<file path="config.mk">
export PLATFORM = sky130hd
export DESIGN_NAME = hsv_to_rgb_converter_flat
export DESIGN_NICKNAME = d
export VERILOG_FILES = /design/src/rtl/core/hsv_pkg.sv /design/src/rtl/core/hsv_in_if.sv /design/src/rtl/core/hsv_out_if.sv /design/src/rtl/core/hsv_to_rgb_converter.sv /design/src/rtl/core/hsv_sector.sv /design/src/rtl/core/hsv_level.sv /design/src/flat_wrapper.sv
export SDC_FILE = /design/constraint.sdc
export NUM_CORES = 2
export LEC_CHECK = 0
export ABC_AREA = 0
export BUFFER_PORTS_ARGS = -buffer_cell sky130_fd_sc_hd__buf_4
export CAP_MARGIN = 20
export CORE_ASPECT_RATIO = 1.1
export CORE_MARGIN = 5
export CORE_UTILIZATION = 45
export CTS_BUF_LIST = sky130_fd_sc_hd__clkbuf_8 sky130_fd_sc_hd__clkbuf_16
export DETAILED_ROUTE_END_ITERATION = 7
export HOLD_SLACK_MARGIN = 0.06
export PLACE_DENSITY = 0.66
export SYNTH_ARGS = -nofsm -noshare
export SYNTH_HDL_FRONTEND = slang
export SYNTH_HIERARCHICAL = 1
export SYNTH_SLANG_ARGS = --single-unit
</file>
<file path="constraint.sdc">
create_clock -name clk -period 8.4 [get_ports clk]
set_input_delay 1.68 -clock clk [delete_from_list [all_inputs] [get_ports clk]]
set_output_delay 1.68 -clock clk [all_outputs]
set_load 0.1 [all_outputs]
</file>
<file path="src/rtl/core/hsv_pkg.sv">
package hsv_pkg;

  // Field widths
  localparam int HUE_W = 16;
  localparam int SAT_W = 9;
  localparam int CH_W  = 8;
  localparam int CH_MAX = 255;

  // Hue fixed point: degrees with HUE_FRAC_BITS fraction bits
  localparam int HUE_FRAC_BITS = 6;
  localparam int HUE_INT_W     = HUE_W - HUE_FRAC_BITS;
  localparam int SECTOR_SIZE   = 60 << HUE_FRAC_BITS;
  localparam int FULL_TURN     = 360 << HUE_FRAC_BITS;

  // Sector estimate: floor(h / 60) via reciprocal, low by at most one
  localparam int RECIP_SHIFT = HUE_INT_W + 6;
  localparam int RECIP       = (1 << RECIP_SHIFT) / 60;
  localparam int RPROD_W     = HUE_INT_W + RECIP_SHIFT;
  localparam int SECT_W      = $clog2((1 << HUE_INT_W) / 60 + 1);

  // Sector offset and its complement, both in 0..SECTOR_SIZE
  localparam int X_W = $clog2(SECTOR_SIZE + 1);

  // Level numerator: 256*D - S*x
  localparam int FULL_LEVEL = 256 * SECTOR_SIZE;
  localparam int SX_W       = SAT_W + X_W;
  localparam int N_W        = $clog2(FULL_LEVEL + 1);

  // Channel = floor(V*n*255 / (65536*D)) = (V*n*17) >> (18 + frac bits)
  localparam int PROD_W    = SAT_W + N_W + 5;
  localparam int OUT_SHIFT = 18 + HUE_FRAC_BITS;
  localparam int Q_W       = PROD_W - OUT_SHIFT;

  // Level lanes
  localparam int LANES = 4;
  localparam int L_TOP = 0;   // V
  localparam int L_AA  = 1;   // V(1-S)
  localparam int L_BB  = 2;   // V(1-S*f)
  localparam int L_CC  = 3;   // V(1-S(1-f))

  // Hue sectors
  localparam int SEC_RED_YEL = 0;
  localparam int SEC_YEL_GRN = 1;
  localparam int SEC_GRN_CYN = 2;
  localparam int SEC_CYN_BLU = 3;
  localparam int SEC_BLU_MAG = 4;
  localparam int SEC_MAG_RED = 5;

  typedef struct packed {
    logic [SECT_W-1:0] sector;
    logic [X_W-1:0]    frac;
    logic [X_W-1:0]    frac_c;
    logic [SAT_W-1:0]  sat;
    logic [SAT_W-1:0]  bri;
  } sect_t;

  typedef struct packed {
    logic [SECT_W-1:0]             sector;
    logic                          grey;
    logic [LANES-1:0][PROD_W-1:0]  prod;
  } lvl_t;

endpackage

</file>
<file path="src/rtl/core/hsv_in_if.sv">
interface hsv_in_if;
  logic                          valid;
  logic                          ready;
  logic [hsv_pkg::HUE_W-1:0]     hue_in;
  logic [hsv_pkg::SAT_W-1:0]     saturation_in;
  logic [hsv_pkg::SAT_W-1:0]     brightness_in;

  modport source (output valid, output hue_in, output saturation_in,
                  output brightness_in, input ready);
  modport sink   (input valid, input hue_in, input saturation_in,
                  input brightness_in, output ready);
endinterface

</file>
<file path="src/rtl/core/hsv_out_if.sv">
interface hsv_out_if;
  logic                       valid;
  logic                       ready;
  logic [hsv_pkg::CH_W-1:0]   red_out;
  logic [hsv_pkg::CH_W-1:0]   green_out;
  logic [hsv_pkg::CH_W-1:0]   blue_out;

  modport source (output valid, output red_out, output green_out,
                  output blue_out, input ready);
  modport sink   (input valid, input red_out, input green_out,
                  input blue_out, output ready);
endinterface

</file>
<file path="src/rtl/core/hsv_to_rgb_converter.sv">
// Channel  Direction  Payload                                      Handshake
// in_ch    sink       hue_in[15:0] saturation_in[8:0] brightness_in[8:0]  valid/ready
// out_ch   source     red_out[7:0] green_out[7:0] blue_out[7:0]    valid/ready
//
// One pixel per clock sustained while out_ch.ready holds; five register stages
// (sector divide: 2, level lanes: 2, scale and select: 1). A result is registered
// in each stage in turn before it is valid at the outputs.
// Synchronous active-low reset empties every stage; payload is not reset.
// Stalls from out_ch ripple back stage by stage; empty stages keep filling,
// so in_ch.ready drops only when all five stages hold data.
module hsv_to_rgb_converter (
  input  logic      clk,
  input  logic      rst_n,
  hsv_in_if.sink    in_ch,
  hsv_out_if.source out_ch
);

  logic                        sec_valid;
  logic                        sec_ready;
  hsv_pkg::sect_t              sec_data;
  logic                        lvl_valid;
  logic                        lvl_ready;
  hsv_pkg::lvl_t               lvl_data;

  logic                        out_valid_r;
  logic [hsv_pkg::CH_W-1:0]    red_r;
  logic [hsv_pkg::CH_W-1:0]    green_r;
  logic [hsv_pkg::CH_W-1:0]    blue_r;

  logic [hsv_pkg::LANES-1:0][hsv_pkg::Q_W-1:0]  q;
  logic [hsv_pkg::LANES-1:0][hsv_pkg::CH_W-1:0] ch;
  logic [hsv_pkg::CH_W-1:0]    red_nxt;
  logic [hsv_pkg::CH_W-1:0]    green_nxt;
  logic [hsv_pkg::CH_W-1:0]    blue_nxt;

  hsv_sector u_sector (
    .clk       (clk),
    .rst_n     (rst_n),
    .in_ch     (in_ch),
    .out_valid (sec_valid),
    .out_ready (sec_ready),
    .out_data  (sec_data)
  );

  hsv_level u_level (
    .clk       (clk),
    .rst_n     (rst_n),
    .in_valid  (sec_valid),
    .in_ready  (sec_ready),
    .in_data   (sec_data),
    .out_valid (lvl_valid),
    .out_ready (lvl_ready),
    .out_data  (lvl_data)
  );

  assign lvl_ready = !out_valid_r || out_ch.ready;

  // Stage 5: scale down, saturate, route levels by sector (grey: V on all channels)
  always_comb begin
    for (int l = 0; l < hsv_pkg::LANES; l++) begin
      q[l] = lvl_data.prod[l][hsv_pkg::PROD_W-1:hsv_pkg::OUT_SHIFT];
      if (q[l] > hsv_pkg::Q_W'(hsv_pkg::CH_MAX)) begin
        ch[l] = hsv_pkg::CH_W'(hsv_pkg::CH_MAX);
      end else begin
        ch[l] = hsv_pkg::CH_W'(q[l]);
      end
    end
    red_nxt   = '0;
    green_nxt = '0;
    blue_nxt  = '0;
    if (lvl_data.grey) begin
      red_nxt   = ch[hsv_pkg::L_TOP];
      green_nxt = ch[hsv_pkg::L_TOP];
      blue_nxt  = ch[hsv_pkg::L_TOP];
    end else begin
      case (32'(lvl_data.sector))
        hsv_pkg::SEC_RED_YEL: begin
          red_nxt   = ch[hsv_pkg::L_TOP];
          green_nxt = ch[hsv_pkg::L_CC];
          blue_nxt  = ch[hsv_pkg::L_AA];
        end
        hsv_pkg::SEC_YEL_GRN: begin
          red_nxt   = ch[hsv_pkg::L_BB];
          green_nxt = ch[hsv_pkg::L_TOP];
          blue_nxt  = ch[hsv_pkg::L_AA];
        end
        hsv_pkg::SEC_GRN_CYN: begin
          red_nxt   = ch[hsv_pkg::L_AA];
          green_nxt = ch[hsv_pkg::L_TOP];
          blue_nxt  = ch[hsv_pkg::L_CC];
        end
        hsv_pkg::SEC_CYN_BLU: begin
          red_nxt   = ch[hsv_pkg::L_AA];
          green_nxt = ch[hsv_pkg::L_BB];
          blue_nxt  = ch[hsv_pkg::L_TOP];
        end
        hsv_pkg::SEC_BLU_MAG: begin
          red_nxt   = ch[hsv_pkg::L_CC];
          green_nxt = ch[hsv_pkg::L_AA];
          blue_nxt  = ch[hsv_pkg::L_TOP];
        end
        hsv_pkg::SEC_MAG_RED: begin
          red_nxt   = ch[hsv_pkg::L_TOP];
          green_nxt = ch[hsv_pkg::L_AA];
          blue_nxt  = ch[hsv_pkg::L_BB];
        end
        default: begin
          // hue past the full turn: black
          red_nxt   = '0;
          green_nxt = '0;
          blue_nxt  = '0;
        end
      endcase
    end
  end

  // Output register
  always_ff @(posedge clk) begin
    if (!rst_n) begin
      out_valid_r <= 1'b0;
    end else if (lvl_ready) begin
      out_valid_r <= lvl_valid;
    end
    if (lvl_ready && lvl_valid) begin
      red_r   <= red_nxt;
      green_r <= green_nxt;
      blue_r  <= blue_nxt;
    end
  end

  assign out_ch.valid     = out_valid_r;
  assign out_ch.red_out   = red_r;
  assign out_ch.green_out = green_r;
  assign out_ch.blue_out  = blue_r;

endmodule

</file>
<file path="src/rtl/core/hsv_sector.sv">
// Two stages: hue wrap and sector estimate, then remainder and correction
module hsv_sector (
  input  logic           clk,
  input  logic           rst_n,
  hsv_in_if.sink         in_ch,
  output logic           out_valid,
  input  logic           out_ready,
  output hsv_pkg::sect_t out_data
);

  logic                              s1_valid_r;
  logic                              s1_ready;
  logic [hsv_pkg::HUE_W-1:0]         s1_hue_r;
  logic [hsv_pkg::SECT_W-1:0]        s1_q_r;
  logic [hsv_pkg::SAT_W-1:0]         s1_sat_r;
  logic [hsv_pkg::SAT_W-1:0]         s1_bri_r;

  logic                              s2_valid_r;
  logic                              s2_ready;
  hsv_pkg::sect_t                    s2_data_r;

  logic [hsv_pkg::HUE_W-1:0]         hue_wrap;
  logic [hsv_pkg::HUE_INT_W-1:0]     hue_int;
  logic [hsv_pkg::RPROD_W-1:0]       rprod;
  logic [hsv_pkg::SECT_W-1:0]        q_est;

  logic [hsv_pkg::HUE_W-1:0]         base;
  logic [hsv_pkg::HUE_W-1:0]         rem;
  logic                              rem_over;
  logic [hsv_pkg::HUE_W-1:0]         rem_fix;
  logic [hsv_pkg::SECT_W-1:0]        sector_nxt;
  logic [hsv_pkg::X_W-1:0]           frac_nxt;

  // Ready chain
  assign s2_ready    = !s2_valid_r || out_ready;
  assign s1_ready    = !s1_valid_r || s2_ready;
  assign in_ch.ready = s1_ready;

  // Stage 1: full turn wraps to zero, reciprocal multiply
  always_comb begin
    hue_wrap = (32'(in_ch.hue_in) == hsv_pkg::FULL_TURN) ? '0 : in_ch.hue_in;
    hue_int  = hsv_pkg::HUE_INT_W'(hue_wrap >> hsv_pkg::HUE_FRAC_BITS);
    rprod    = hsv_pkg::RPROD_W'(hue_int) * hsv_pkg::RPROD_W'(hsv_pkg::RECIP);
    q_est    = hsv_pkg::SECT_W'(rprod[hsv_pkg::RPROD_W-1:hsv_pkg::RECIP_SHIFT]);
  end

  always_ff @(posedge clk) begin
    if (!rst_n) begin
      s1_valid_r <= 1'b0;
    end else if (s1_ready) begin
      s1_valid_r <= in_ch.valid;
    end
    if (s1_ready && in_ch.valid) begin
      s1_hue_r <= hue_wrap;
      s1_q_r   <= q_est;
      s1_sat_r <= in_ch.saturation_in;
      s1_bri_r <= in_ch.brightness_in;
    end
  end

  // Stage 2: remainder, one correction step, sector offset complement
  always_comb begin
    base       = hsv_pkg::HUE_W'(32'(s1_q_r) * hsv_pkg::SECTOR_SIZE);
    rem        = s1_hue_r - base;
    rem_over   = (32'(rem) >= hsv_pkg::SECTOR_SIZE);
    rem_fix    = rem_over ? (rem - hsv_pkg::HUE_W'(hsv_pkg::SECTOR_SIZE)) : rem;
    sector_nxt = rem_over ? (s1_q_r + hsv_pkg::SECT_W'(1)) : s1_q_r;
    frac_nxt   = hsv_pkg::X_W'(rem_fix);
  end

  always_ff @(posedge clk) begin
    if (!rst_n) begin
      s2_valid_r <= 1'b0;
    end else if (s2_ready) begin
      s2_valid_r <= s1_valid_r;
    end
    if (s2_ready && s1_valid_r) begin
      s2_data_r.sector <= sector_nxt;
      s2_data_r.frac   <= frac_nxt;
      s2_data_r.frac_c <= hsv_pkg::X_W'(hsv_pkg::SECTOR_SIZE) - frac_nxt;
      s2_data_r.sat    <= s1_sat_r;
      s2_data_r.bri    <= s1_bri_r;
    end
  end

  assign out_valid = s2_valid_r;
  assign out_data  = s2_data_r;

endmodule

</file>
<file path="src/rtl/core/hsv_level.sv">
// Two stages over four lanes: numerator 256*D - S*x, then V*n*17
module hsv_level (
  input  logic           clk,
  input  logic           rst_n,
  input  logic           in_valid,
  output logic           in_ready,
  input  hsv_pkg::sect_t in_data,
  output logic           out_valid,
  input  logic           out_ready,
  output hsv_pkg::lvl_t  out_data
);

  logic                                          s3_valid_r;
  logic                                          s3_ready;
  logic [hsv_pkg::SECT_W-1:0]                    s3_sector_r;
  logic                                          s3_grey_r;
  logic [hsv_pkg::SAT_W-1:0]                     s3_bri_r;
  logic [hsv_pkg::LANES-1:0][hsv_pkg::N_W-1:0]   s3_n_r;

  logic                                          s4_valid_r;
  logic                                          s4_ready;
  hsv_pkg::lvl_t                                 s4_data_r;

  logic [hsv_pkg::LANES-1:0][hsv_pkg::X_W-1:0]   x_sel;
  logic [hsv_pkg::LANES-1:0][hsv_pkg::SX_W-1:0]  sx;
  logic [hsv_pkg::LANES-1:0][hsv_pkg::N_W-1:0]   n_nxt;
  logic [hsv_pkg::LANES-1:0][hsv_pkg::PROD_W-1:0] vn;
  logic [hsv_pkg::LANES-1:0][hsv_pkg::PROD_W-1:0] prod_nxt;

  assign s4_ready = !s4_valid_r || out_ready;
  assign s3_ready = !s3_valid_r || s4_ready;
  assign in_ready = s3_ready;

  // Stage 3: blend offset per lane; negative numerators clamp to zero; grey when S is zero
  always_comb begin
    x_sel[hsv_pkg::L_TOP] = '0;
    x_sel[hsv_pkg::L_AA]  = hsv_pkg::X_W'(hsv_pkg::SECTOR_SIZE);
    x_sel[hsv_pkg::L_BB]  = in_data.frac;
    x_sel[hsv_pkg::L_CC]  = in_data.frac_c;
    for (int l = 0; l < hsv_pkg::LANES; l++) begin
      sx[l] = hsv_pkg::SX_W'(in_data.sat) * hsv_pkg::SX_W'(x_sel[l]);
      if (sx[l] < hsv_pkg::SX_W'(hsv_pkg::FULL_LEVEL)) begin
        n_nxt[l] = hsv_pkg::N_W'(hsv_pkg::SX_W'(hsv_pkg::FULL_LEVEL) - sx[l]);
      end else begin
        n_nxt[l] = '0;
      end
    end
  end

  always_ff @(posedge clk) begin
    if (!rst_n) begin
      s3_valid_r <= 1'b0;
    end else if (s3_ready) begin
      s3_valid_r <= in_valid;
    end
    if (s3_ready && in_valid) begin
      s3_sector_r <= in_data.sector;
      s3_grey_r   <= (in_data.sat == '0);
      s3_bri_r    <= in_data.bri;
      s3_n_r      <= n_nxt;
    end
  end

  // Stage 4: brightness times numerator, times 17 by shift and add
  always_comb begin
    for (int l = 0; l < hsv_pkg::LANES; l++) begin
      vn[l]       = hsv_pkg::PROD_W'(s3_bri_r) * hsv_pkg::PROD_W'(s3_n_r[l]);
      prod_nxt[l] = (vn[l] << 4) + vn[l];
    end
  end

  always_ff @(posedge clk) begin
    if (!rst_n) begin
      s4_valid_r <= 1'b0;
    end else if (s4_ready) begin
      s4_valid_r <= s3_valid_r;
    end
    if (s4_ready && s3_valid_r) begin
      s4_data_r.sector <= s3_sector_r;
      s4_data_r.grey   <= s3_grey_r;
      s4_data_r.prod   <= prod_nxt;
    end
  end

  assign out_valid = s4_valid_r;
  assign out_data  = s4_data_r;

endmodule

</file>
<file path="src/flat_wrapper.sv">
// flat-port wrapper written by rule: the top's interface ports become plain ports
module hsv_to_rgb_converter_flat 
  (clk, rst_n, in_ch_valid, in_ch_hue_in, in_ch_saturation_in, in_ch_brightness_in, in_ch_ready, out_ch_valid, out_ch_red_out, out_ch_green_out, out_ch_blue_out, out_ch_ready);
  hsv_in_if in_ch_i ();
  hsv_out_if out_ch_i ();
  input  logic clk;
  input  logic rst_n;
  input wire logic [$bits(in_ch_i.valid)-1:0] in_ch_valid;
  input wire logic [$bits(in_ch_i.hue_in)-1:0] in_ch_hue_in;
  input wire logic [$bits(in_ch_i.saturation_in)-1:0] in_ch_saturation_in;
  input wire logic [$bits(in_ch_i.brightness_in)-1:0] in_ch_brightness_in;
  output wire logic [$bits(in_ch_i.ready)-1:0] in_ch_ready;
  output wire logic [$bits(out_ch_i.valid)-1:0] out_ch_valid;
  output wire logic [$bits(out_ch_i.red_out)-1:0] out_ch_red_out;
  output wire logic [$bits(out_ch_i.green_out)-1:0] out_ch_green_out;
  output wire logic [$bits(out_ch_i.blue_out)-1:0] out_ch_blue_out;
  input wire logic [$bits(out_ch_i.ready)-1:0] out_ch_ready;
  assign in_ch_i.valid = in_ch_valid;
  assign in_ch_i.hue_in = in_ch_hue_in;
  assign in_ch_i.saturation_in = in_ch_saturation_in;
  assign in_ch_i.brightness_in = in_ch_brightness_in;
  assign in_ch_ready = in_ch_i.ready;
  assign out_ch_valid = out_ch_i.valid;
  assign out_ch_red_out = out_ch_i.red_out;
  assign out_ch_green_out = out_ch_i.green_out;
  assign out_ch_blue_out = out_ch_i.blue_out;
  assign out_ch_i.ready = out_ch_ready;
  hsv_to_rgb_converter u_core (.clk(clk), .rst_n(rst_n), .in_ch(in_ch_i), .out_ch(out_ch_i));
endmodule
</file>
==> run_results.csv <==
group,metric,value,unit
detailed_routing,routed_wl,80.61,mm
timing,slew_viol_final,0,
final_layout,final_util,0.4831,
timing,relSlewSlack,0.3217,
clock_network,cts_buffers,28,
worst_setup_path,cp.arrival,8.11,ns
grt,grt_overflow_total,0,
final_layout,layout_commonest_cell,"inv_1",
hold_path,min-delay-start,"u_core/u_sector/out_data[3]",
floorplan,start_util,0.4526,
placed_design,gp_congestion,0.9335,
worst_setup_path,critPathMostFrequentCell,"a21oi_1",
timing,tightest_slew,1.017,ns
placed_design,portBuffers,63,
detailed_routing,drc,0,
hold_path,min_path_cells,0,
worst_setup_path,r2r_setup_slack,0.71,ns
placed_design,place_area,38440,um2
detailed_routing,firstDrtPassIters,6,
floorplan,rows,110,
worst_setup_path,endpoint_kind,"register",
clock_network,cts_htree_levels,1,
clock_network,hold_buffers,0,
timing,clock.fmax,0.1300,GHz
final_layout,fin_nets,4879,
final_layout,final_layout_size_suffix_gt1_frac,0.05344,
detailed_routing,wire_per_inst,16.02,um
floorplan,die-area,87920,um2
hold_path,hp-class,"reg2reg",
clock_network,cts_resized,0,
timing,finalCriticalPeriod,7.691,ns
clock_network,worst_skew_pair.late_latency,0.60,ns
hold_path,worstHoldEndpoint,"u_core/u_level/s3_bri_r[3]",
grt,grt_start_max_net_pins,68,
synth,yosys_warnings,6,
final_layout,fin_area,39430,um2
worst_setup_path,cp-start-kind,"register",
worst_setup_path,critical-path-top-delay-family,"adder cells",
worst_setup_path,critPathBufInv,4,
clock_network,clock-sinks,227,
grt,grt_usage,0.1844,
timing,clock_skew,0.02602,ns
final_layout,final_cell_mix,"679 x inv_1, 510 x fa_1, 435 x nand2_1",
worst_setup_path,reg2reg_depth,27,
detailed_routing,vias_per_cell,5.261,
worst_setup_path,reg2reg_to,"u_core/u_level/out_data[134]",
clock_network,cts_root_buffer,"clkbuf_16",
worst_setup_path,r2r_start,"u_core/u_level/s3_bri_r[8]",
floorplan,io_pins,64,
flow_run,drv_cap,0,
floorplan,core_area,81620,um2
synth,synth_cells,3975,
floorplan,die_h,310.5,um
placed_design,place_hpwl,64.82,mm
final_layout,n_antenna_cell,0,
worst_setup_path,crit_slowest_cell,"edfxtp_1",
worst_setup_path,cp.required,8.82,ns
timing,rsz0062_at_grt,"no",
timing,setup_tns,0,ns
clock_network,clkSlewWorstSetupHoldPaths,0.07,ns
timing,hold_viol_final,0,
worst_setup_path,slowest_delay,0.93,ns
final_layout,area_growth,6.734,%
clock_network,cts_tree,"yes",
timing,holdWs,0.4175,ns
clock_network,cts_buffer_depth,3,
worst_setup_path,critPathMaxFanout,22,
clock_network,post_cts_buffers,0,
detailed_routing,drtIter0Drc,1495,
grt,grt_pass1_wl,135.8,mm
synth,avgSynthCellArea,9.293,um2
synth,synthesis.area,36940,um2
detailed_routing,ant_nets,0,
detailed_routing,vias,26469,
timing,setup_violations,0,
worst_setup_path,path_class,"reg2reg",
grt,antenna_found_initial,1,
synth,synth_nets,4909,
grt,grt_pass1_vias,27324,
outcome,outcome,"finished clean",
floorplan,fp.dieW,283.2,um
timing,period_share,0.9156,
through the flow:
| stage | setup slack [ns] | cells |
|---|---|---|
| floorplan | 1.373 | 3975 |
| global placement | 0.8224 | 4977 |
| detailed placement | 0.7308 | 4977 |
| CTS | 0.7183 | 5029 |
| global route | 0.2710 | 5031 |
| finish | 0.7091 | 5031 |
state kept, by name (all words and copies together) (netlist names):
| name | count |
|---|---|
| u_core/u_level/s3_n_r | 52 |
| u_core/u_level/out_data | 46 |
| u_core/u_sector/out_data | 46 |
| u_core/u_sector/s1_hue_r | 16 |
| u_core/u_level/s3_bri_r | 9 |
| u_core/u_sector/s1_bri_r | 9 |
| u_core/u_sector/s1_sat_r | 9 |
| u_core/out_ch.blue_out | 8 |
| u_core/out_ch.green_out | 8 |
| u_core/out_ch.red_out | 8 |
| u_core/u_level/s3_sector_r | 5 |
| u_core/u_sector/s1_q_r | 5 |
| u_core/out_ch.valid | 1 |
| u_core/u_level/out_valid | 1 |
| u_core/u_level/s3_grey_r | 1 |
| u_core/u_level/s3_valid_r | 1 |
| u_core/u_sector/out_valid | 1 |
| u_core/u_sector/s1_valid_r | 1 |
layer usage:
| layer | vias up | routed length (um) | GRT usage |
|---|---|---|---|
| met1 | 13069 | 36180 | 0.2432 |
| met3 | 104 | 3192 | 0.02337 |
| li1 | 12804 | - | - |
| met4 | 0 | 2736 | 0.05766 |
| met5 | - | 0 | 0 |
| met2 | 492 | 38510 | 0.3204 |
area by class of cell:
type	instances	area, um2
Tap cell	1064	1331
Clock buffer	28	700.7
Timing Repair Buffer	101	825.8
Inverter	677	2541
Clock inverter	24	251.5
Fill cell	7641	42190
Sequential cell	227	6766
Multi-Input combinational cell	2910	27010
how the worst max path moves through the flow:
| stage | start | end | slack [ns] | cells past startpoint |
|---|---|---|---|---|
| floorplan | u_core/u_level/s3_bri_r[2] | u_core/u_level/out_data[99] | 1.37 | 29 |
| global placement | u_core/u_level/s3_bri_r[8] | u_core/u_level/out_data[134] | 0.82 | 28 |
| detailed placement | u_core/u_level/s3_bri_r[8] | u_core/u_level/out_data[134] | 0.73 | 28 |
| CTS | u_core/u_level/s3_bri_r[8] | u_core/u_level/out_data[134] | 0.72 | 28 |
| global route | u_core/u_level/s3_bri_r[8] | u_core/u_level/out_data[134] | 0.27 | 28 |
| finish | u_core/u_level/s3_bri_r[8] | u_core/u_level/out_data[134] | 0.71 | 27 |
Power is not shown: default switching activity piles up to over one toggle a cycle in this logic, so the estimate is an artifact.
